<file path="src/rtl/core/sds_pkg.sv">
// sds_pkg: shared constants for the divisor-sum core
// result field widths, saturation limit and beat layout
// no dependencies
`timescale 1ns / 1ps

package sds_pkg;

  // default width of the number field
  localparam int NUM_WIDTH_DEF = 16;

  // result field width and its saturation limit
  localparam int OUT_W = 18;
  localparam logic [OUT_W-1:0] OUT_MAX = {OUT_W{1'b1}};

  // result beat: two fields packed, padded to whole bytes
  localparam int OUT_TW = ((2 * OUT_W + 7) / 8) * 8;

endpackage

</file>
<file path="src/rtl/core/sds_rem_unit.sv">
// sds_rem_unit: bit-serial restoring remainder unit
// one shift, compare and subtract step per cycle; no package needed
// used by divisor_sum_core
`timescale 1ns / 1ps

module sds_rem_unit #(
  parameter int NUM_WIDTH = 16
) (
  input  logic                 clk,
  input  logic                 rst,
  input  logic                 start,
  input  logic [NUM_WIDTH-1:0] dividend,
  input  logic [NUM_WIDTH-1:0] divisor,
  output logic                 done,
  output logic                 rem_zero
);

  localparam int CNT_W = $clog2(NUM_WIDTH + 1);

  logic                 busy;
  logic [CNT_W-1:0]     cnt;
  logic [NUM_WIDTH-1:0] shreg;
  logic [NUM_WIDTH-1:0] dsr;
  logic [NUM_WIDTH-1:0] rem;
  logic [NUM_WIDTH:0]   trial;
  logic [NUM_WIDTH:0]   diff;
  logic [NUM_WIDTH-1:0] rem_next;

  // one restoring step: bring in the next dividend bit, subtract if it fits
  always_comb begin
    trial = {rem, shreg[NUM_WIDTH-1]};
    diff  = trial - {1'b0, dsr};
    if (trial >= {1'b0, dsr}) begin
      rem_next = diff[NUM_WIDTH-1:0];
    end else begin
      rem_next = trial[NUM_WIDTH-1:0];
    end
  end

  assign rem_zero = (rem == '0);

  // control: load on start, step until the count runs out
  always_ff @(posedge clk) begin
    if (rst) begin
      busy <= 1'b0;
      done <= 1'b0;
      cnt  <= '0;
    end else begin
      done <= 1'b0;
      if (start) begin
        busy <= 1'b1;
        cnt  <= CNT_W'(NUM_WIDTH);
      end else if (busy) begin
        cnt <= cnt - 1'b1;
        if (cnt == CNT_W'(1)) begin
          busy <= 1'b0;
          done <= 1'b1;
        end
      end
    end
  end

  // datapath
  always_ff @(posedge clk) begin
    if (start) begin
      shreg <= dividend;
      dsr   <= divisor;
      rem   <= '0;
    end else if (busy) begin
      shreg <= {shreg[NUM_WIDTH-2:0], 1'b0};
      rem   <= rem_next;
    end
  end

endmodule

</file>
<file path="src/rtl/core/divisor_sum_core.sv">
// Divisor-sum core: for each input beat carrying n it returns sigma(n), the sum of all
// divisors of n, and the proper-divisor sum sigma(n) - n, each saturated at 2^18 - 1
// (0 and 0 for n = 0). Every candidate from 1 to n - 1 goes through one shared
// bit-serial remainder unit, one candidate after the other, each sent through the
// S_START and S_WAIT states. One item is worked at a time; s_tready is high only
// while the core is idle. A finished result waits in the output register until taken.
// depends on sds_pkg and sds_rem_unit
`timescale 1ns / 1ps

module divisor_sum_core
  import sds_pkg::*;
#(
  parameter int NUM_WIDTH = NUM_WIDTH_DEF
) (
  input  logic                                 clk,
  input  logic                                 rst,
  input  logic                                 s_tvalid,
  output logic                                 s_tready,
  input  logic [((NUM_WIDTH + 7) / 8) * 8-1:0] s_tdata,  // number
  output logic                                 m_tvalid,
  input  logic                                 m_tready,
  output logic [OUT_TW-1:0]                    m_tdata   // divisor_total, proper_total
);

  // accumulator wide enough for any divisor sum at this number width
  localparam int SUM_W = NUM_WIDTH + 3;
  localparam int SAT_W = (SUM_W > OUT_W + 1) ? SUM_W : OUT_W + 1;

  typedef enum logic [1:0] {
    S_IDLE,
    S_START,
    S_WAIT,
    S_OUT
  } state_t;

  state_t               state;
  logic [NUM_WIDTH-1:0] held_number;
  logic [NUM_WIDTH-1:0] candidate;
  logic [SUM_W-1:0]     proper_sum;
  logic                 rem_start;
  logic                 rem_done;
  logic                 rem_zero;
  logic [NUM_WIDTH-1:0] in_number;
  logic [SAT_W-1:0]     total_full;
  logic [SAT_W-1:0]     proper_full;
  logic [OUT_W-1:0]     total_sat;
  logic [OUT_W-1:0]     proper_sat;

  assign in_number = s_tdata[NUM_WIDTH-1:0];
  assign s_tready  = (state == S_IDLE);
  assign rem_start = (state == S_START);

  // shared remainder unit: held_number mod candidate
  sds_rem_unit #(
    .NUM_WIDTH(NUM_WIDTH)
  ) u_rem (
    .clk      (clk),
    .rst      (rst),
    .start    (rem_start),
    .dividend (held_number),
    .divisor  (candidate),
    .done     (rem_done),
    .rem_zero (rem_zero)
  );

  // final sums and per-field saturation
  always_comb begin
    proper_full = SAT_W'(proper_sum);
    total_full  = SAT_W'(proper_sum) + SAT_W'(held_number);
    total_sat   = (total_full > SAT_W'(OUT_MAX)) ? OUT_MAX : total_full[OUT_W-1:0];
    proper_sat  = (proper_full > SAT_W'(OUT_MAX)) ? OUT_MAX : proper_full[OUT_W-1:0];
  end

  // sequencer, running sum and output register
  always_ff @(posedge clk) begin
    if (rst) begin
      state       <= S_IDLE;
      m_tvalid    <= 1'b0;
      held_number <= '0;
      candidate   <= '0;
      proper_sum  <= '0;
    end else begin
      // a taken beat frees the output register; S_OUT reloads it on its own
      if (m_tvalid && m_tready && (state != S_OUT)) begin
        m_tvalid <= 1'b0;
      end
      unique case (state)
        S_IDLE: begin
          if (s_tvalid) begin
            held_number <= in_number;
            candidate   <= NUM_WIDTH'(1);
            proper_sum  <= '0;
            if (in_number <= NUM_WIDTH'(1)) begin
              state <= S_OUT;
            end else begin
              state <= S_START;
            end
          end
        end
        S_START: begin
          state <= S_WAIT;
        end
        S_WAIT: begin
          if (rem_done) begin
            if (rem_zero) begin
              proper_sum <= proper_sum + SUM_W'(candidate);
            end
            if (candidate == held_number - 1'b1) begin
              state <= S_OUT;
            end else begin
              candidate <= candidate + 1'b1;
              state     <= S_START;
            end
          end
        end
        S_OUT: begin
          if (!m_tvalid || m_tready) begin
            m_tvalid <= 1'b1;
            m_tdata  <= {{(OUT_TW - 2 * OUT_W){1'b0}}, proper_sat, total_sat};
            state    <= S_IDLE;
          end
        end
        default: begin
          state <= S_IDLE;
        end
      endcase
    end
  end

endmodule
</file>
<file path="config.mk">
export PLATFORM = sky130hd
export DESIGN_NAME = divisor_sum_core
export DESIGN_NICKNAME = d
export VERILOG_FILES = /design/src/rtl/core/sds_pkg.sv /design/src/rtl/core/sds_rem_unit.sv /design/src/rtl/core/divisor_sum_core.sv
export SDC_FILE = /design/constraint.sdc
export NUM_CORES = 1
export LEC_CHECK = 0
export ABC_AREA = 1
export BUFFER_PORTS_ARGS = -buffer_cell sky130_fd_sc_hd__clkbuf_2
export CAP_MARGIN = 20
export CORE_MARGIN = 2
export CORE_UTILIZATION = 45
export CTS_CLUSTER_DIAMETER = 30
export DETAILED_ROUTE_END_ITERATION = 8
export PLACE_DENSITY = 0.71
export SLEW_MARGIN = 25
export SYNTH_ARGS = -nofsm -noshare
export SYNTH_HDL_FRONTEND = slang
export SYNTH_HIERARCHICAL = 1
export SYNTH_SLANG_ARGS = --single-unit
</file>
<file path="constraint.sdc">
create_clock -name clk -period 4.15 [get_ports clk]
set_input_delay 0.415 -clock clk [delete_from_list [all_inputs] [get_ports clk]]
set_output_delay 0.415 -clock clk [all_outputs]
set_load 0.05 [all_outputs]
</file>
==> results.toml <==
[cts]
clk_latency_ns = 0.43
clk_pin_slew_ns = 0.06
cts-root-buf = "clkbuf_16"
clock-sinks = 145
htree_num_levels = 4
ctsResizeCount = 0
tritoncts = "built"
cts_hold_buffers = 0
postCtsSetupBuffers = 0
cts_buffers = 17
cts_buffer_depth = 2

[timing]
worst_slew_pin_slew_ns = 0.913
relSlewSlack_pct = 39.1
finalHoldViolCount = 0
rsz0062_at_grt = "false"
setup_viol_count_final = 0
min_period_over_period_pct = 69.5
clock.fmax_mhz = 347
slew_violations = 0
fin_crit_ns = 2.88
holdWs_ns = 0.185
worst_slack_ns = 1.27
fin_setup_tns_ns = 0
finClkSkew_ns = 0.0102

[grt]
grt_pass1_wl_mm = 38.2
grt_pass1_vias = 7758
grt_start_max_net_pins = 37
antenna_found_initial = 0
gr-usage-all-layers_pct = 21.9
grt_overflow = 0

[final_layout]
layout_commonest_cell = "nand2_1"
diodes = 0
fin_area_mm2 = 0.0104
syn_to_final_growth_pct = 10.9
final_nets = 1379
layout_common_cells = "353 x nand2_1, 141 x inv_1, 106 x nor2_1, 83 x nand3_1, 77 x dfxtp_1"
drive_above_1_share_pct = 14.3

[drt]
wl_per_cell_um = 14.7
drc = 0
drtAntennaViolNets = 0
first_pass_iters = 5
vias = 8131
via_per_inst = 5.12
drt_first_iter_violations = 486
routed_wl_mm = 23.3

[placement]
gp_congestion = 0.944
dpl-instance-area_mm2 = 0.00989
dpl.hpwl_mm = 18.0
place_ws_ns = 1.26
portBuffers = 57

[worst_setup_path]
timing.rr.start = "held_number[0]"
rr_worst_depth = 16
r2r_slack_ns = 1.27
worstSetupPathType = "reg2reg"
cp-end-kind = "flip-flop"
crit_start = "held_number[0]"
critPathMaxFanout = 18
r2r-end = "m_tdata[13]"
cp-endpoint = "m_tdata[13]"
cp-start-kind = "flip-flop"
crit_arrival_ns = 3.04
worstPathRequired_ns = 4.31

[die]
rows = 52
die_h_um = 149
die_w_um = 149
ios = 62
die_area_mm2 = 0.0221
initial_utilization_pct = 46.2
coreArea_mm2 = 0.0204

[job]
drv_cap = 0

[logic_synthesis]
yosys_warnings = 6
syn_area_mm2 = 0.00940
synth-xor-area-share_pct = 4.10
avgSynthCellArea_um2 = 7.51
yosysSeqAreaShare_pct = 38.1
synthCells = 1252
synthMuxAreaShare_pct = 0
synth_compound_area_share_pct = 8.68
ys_ff_latch = 145
synth.distinct_cells = 56
synthAdderAreaFrac_pct = 7.56
synth-simple-area-share_pct = 33.5
synth_top_family_by_area = "simple AND/OR/NAND/NOR gates"

[min_path]
min_path_type = "in2reg"
min_from = "rst"

[pwr]
power_leakage_uw = 0.00495
p_per_area_mw_per_mm2 = 557
peakVddDrop_mv = 0.319

[status]
status = "complete, no violations"
-- synthesized netlist by cell type (all sizes together) --
cell | n | area [um^2]
nand4 | 16 | 100
a22oi | 1 | 7.51
o21bai | 2 | 15.0
a221oi | 1 | 8.76
and3 | 3 | 23.8
nor3b | 1 | 7.51
xor2 | 27 | 236
nand2 | 380 | 1520
a32oi | 1 | 8.76
fa | 3 | 60.1
a211oi | 4 | 30.0
inv | 150 | 563
o2111ai | 2 | 17.5
edfxtp | 68 | 2040
nand3b | 8 | 60.1
a21boi | 5 | 37.5
nor4 | 10 | 77.6
xnor2 | 17 | 149
o21ai | 42 | 229
nor3 | 10 | 50.1
o211ai | 2 | 15.0
a21o | 3 | 22.5
conb | 1 | 3.75
or2 | 23 | 144
a31oi | 3 | 18.8
o31ai | 1 | 7.51
or3 | 1 | 6.26
a311oi | 1 | 8.76
buf | 15 | 125
a21oi | 76 | 380
clkinv | 2 | 7.51
ha | 52 | 651
and2 | 2 | 12.5
nor2 | 123 | 538
clkbuf | 16 | 60.1
a2111oi | 1 | 8.76
nand3 | 102 | 606
dfxtp | 77 | 1540
-- metal layers --
metal  vias up  GRT usage (%)  wire length [um]
met5         -              0                 0
met4         0           10.0               841
met3        54           3.83               984
met2       177           37.4             11300
met1      3710           27.2             10200
li1       4190              -                 -
-- worst min path at each step --
stage | end | slack, ns | cells after the start
floorplan | u_rem/dsr[9] | 0.43 | 0
finish | u_rem/cnt[4] | 0.19 | 2
detailed placement | u_rem/rem[12] | 0.47 | 2
CTS | u_rem/cnt[4] | 0.18 | 2
global route | u_rem/cnt[4] | 0.18 | 2
global placement | u_rem/cnt[4] | 0.46 | 2
-- cell families after synthesis --
| group | count (synthesis) |
|---|---|
| DFF | 145 |
| AOI/OAI and AO/OA | 145 |
| other | 1 |
| adders and majority gates | 55 |
| buffers and inverters | 183 |
| xor gates and xnor gates | 44 |
| and+or+nand+nor | 679 |
-- sequential cells by signal, summed over array words and instances (netlist names) --
name         cells
m_tdata         36
candidate       16
proper_full     19
state            2
u_rem/done       1
held_number     16
u_rem/dsr       16
u_rem/shreg     16
u_rem/busy       1
m_tvalid         1
u_rem/cnt        5
u_rem/rem       16
-- through the flow --
| stage | std cells | power [uW] | utilization, % |
|---|---|---|---|
| floorplan | 1255 | 3940 | - |
| detailed placement | 1555 | 4410 | 48.6 |
| finish | 1587 | 5810 | 51.2 |
| global placement | 1555 | 4370 | 48.6 |
| global route | 1587 | 6240 | 51.2 |
| CTS | 1587 | 5840 | 51.2 |
-- area by class of cell --
type	count	area, um^2
inverter	152	571
clock buffer	25	475
multi-input combinational	927	5080
sequential	145	3580
clock inverter	7	63.8
timing repair buffer	61	315
fill	1991	9930
tap	270	338
-- report_power, final --
group	switching, uW	total, uW	internal [uW]	leakage (uW)
Clock	567	1420	851	0.000269
Sequential	184	1960	1780	0.00125
Combinational	1650	2440	791	0.00343
Total	2400	5810	3420	0.00495
-- worst max-delay path: stages (launching register included) --
cell and delay [ns]:
dfxtp_1 0.37, ha_1 0.22, inv_1 0.07, fa_1 0.40
nand3b_1 0.18, nand2_1 0.11, nand2_1 0.06, nand2_1 0.12
nand2_1 0.07, nand2_1 0.12, nand2_1 0.07, nand2_1 0.11
nand2_1 0.06, nand2_1 0.11, nand3_1 0.09, nand2_2 0.30
o21ai_0 0.15
Power figures use the tool's default switching activity.
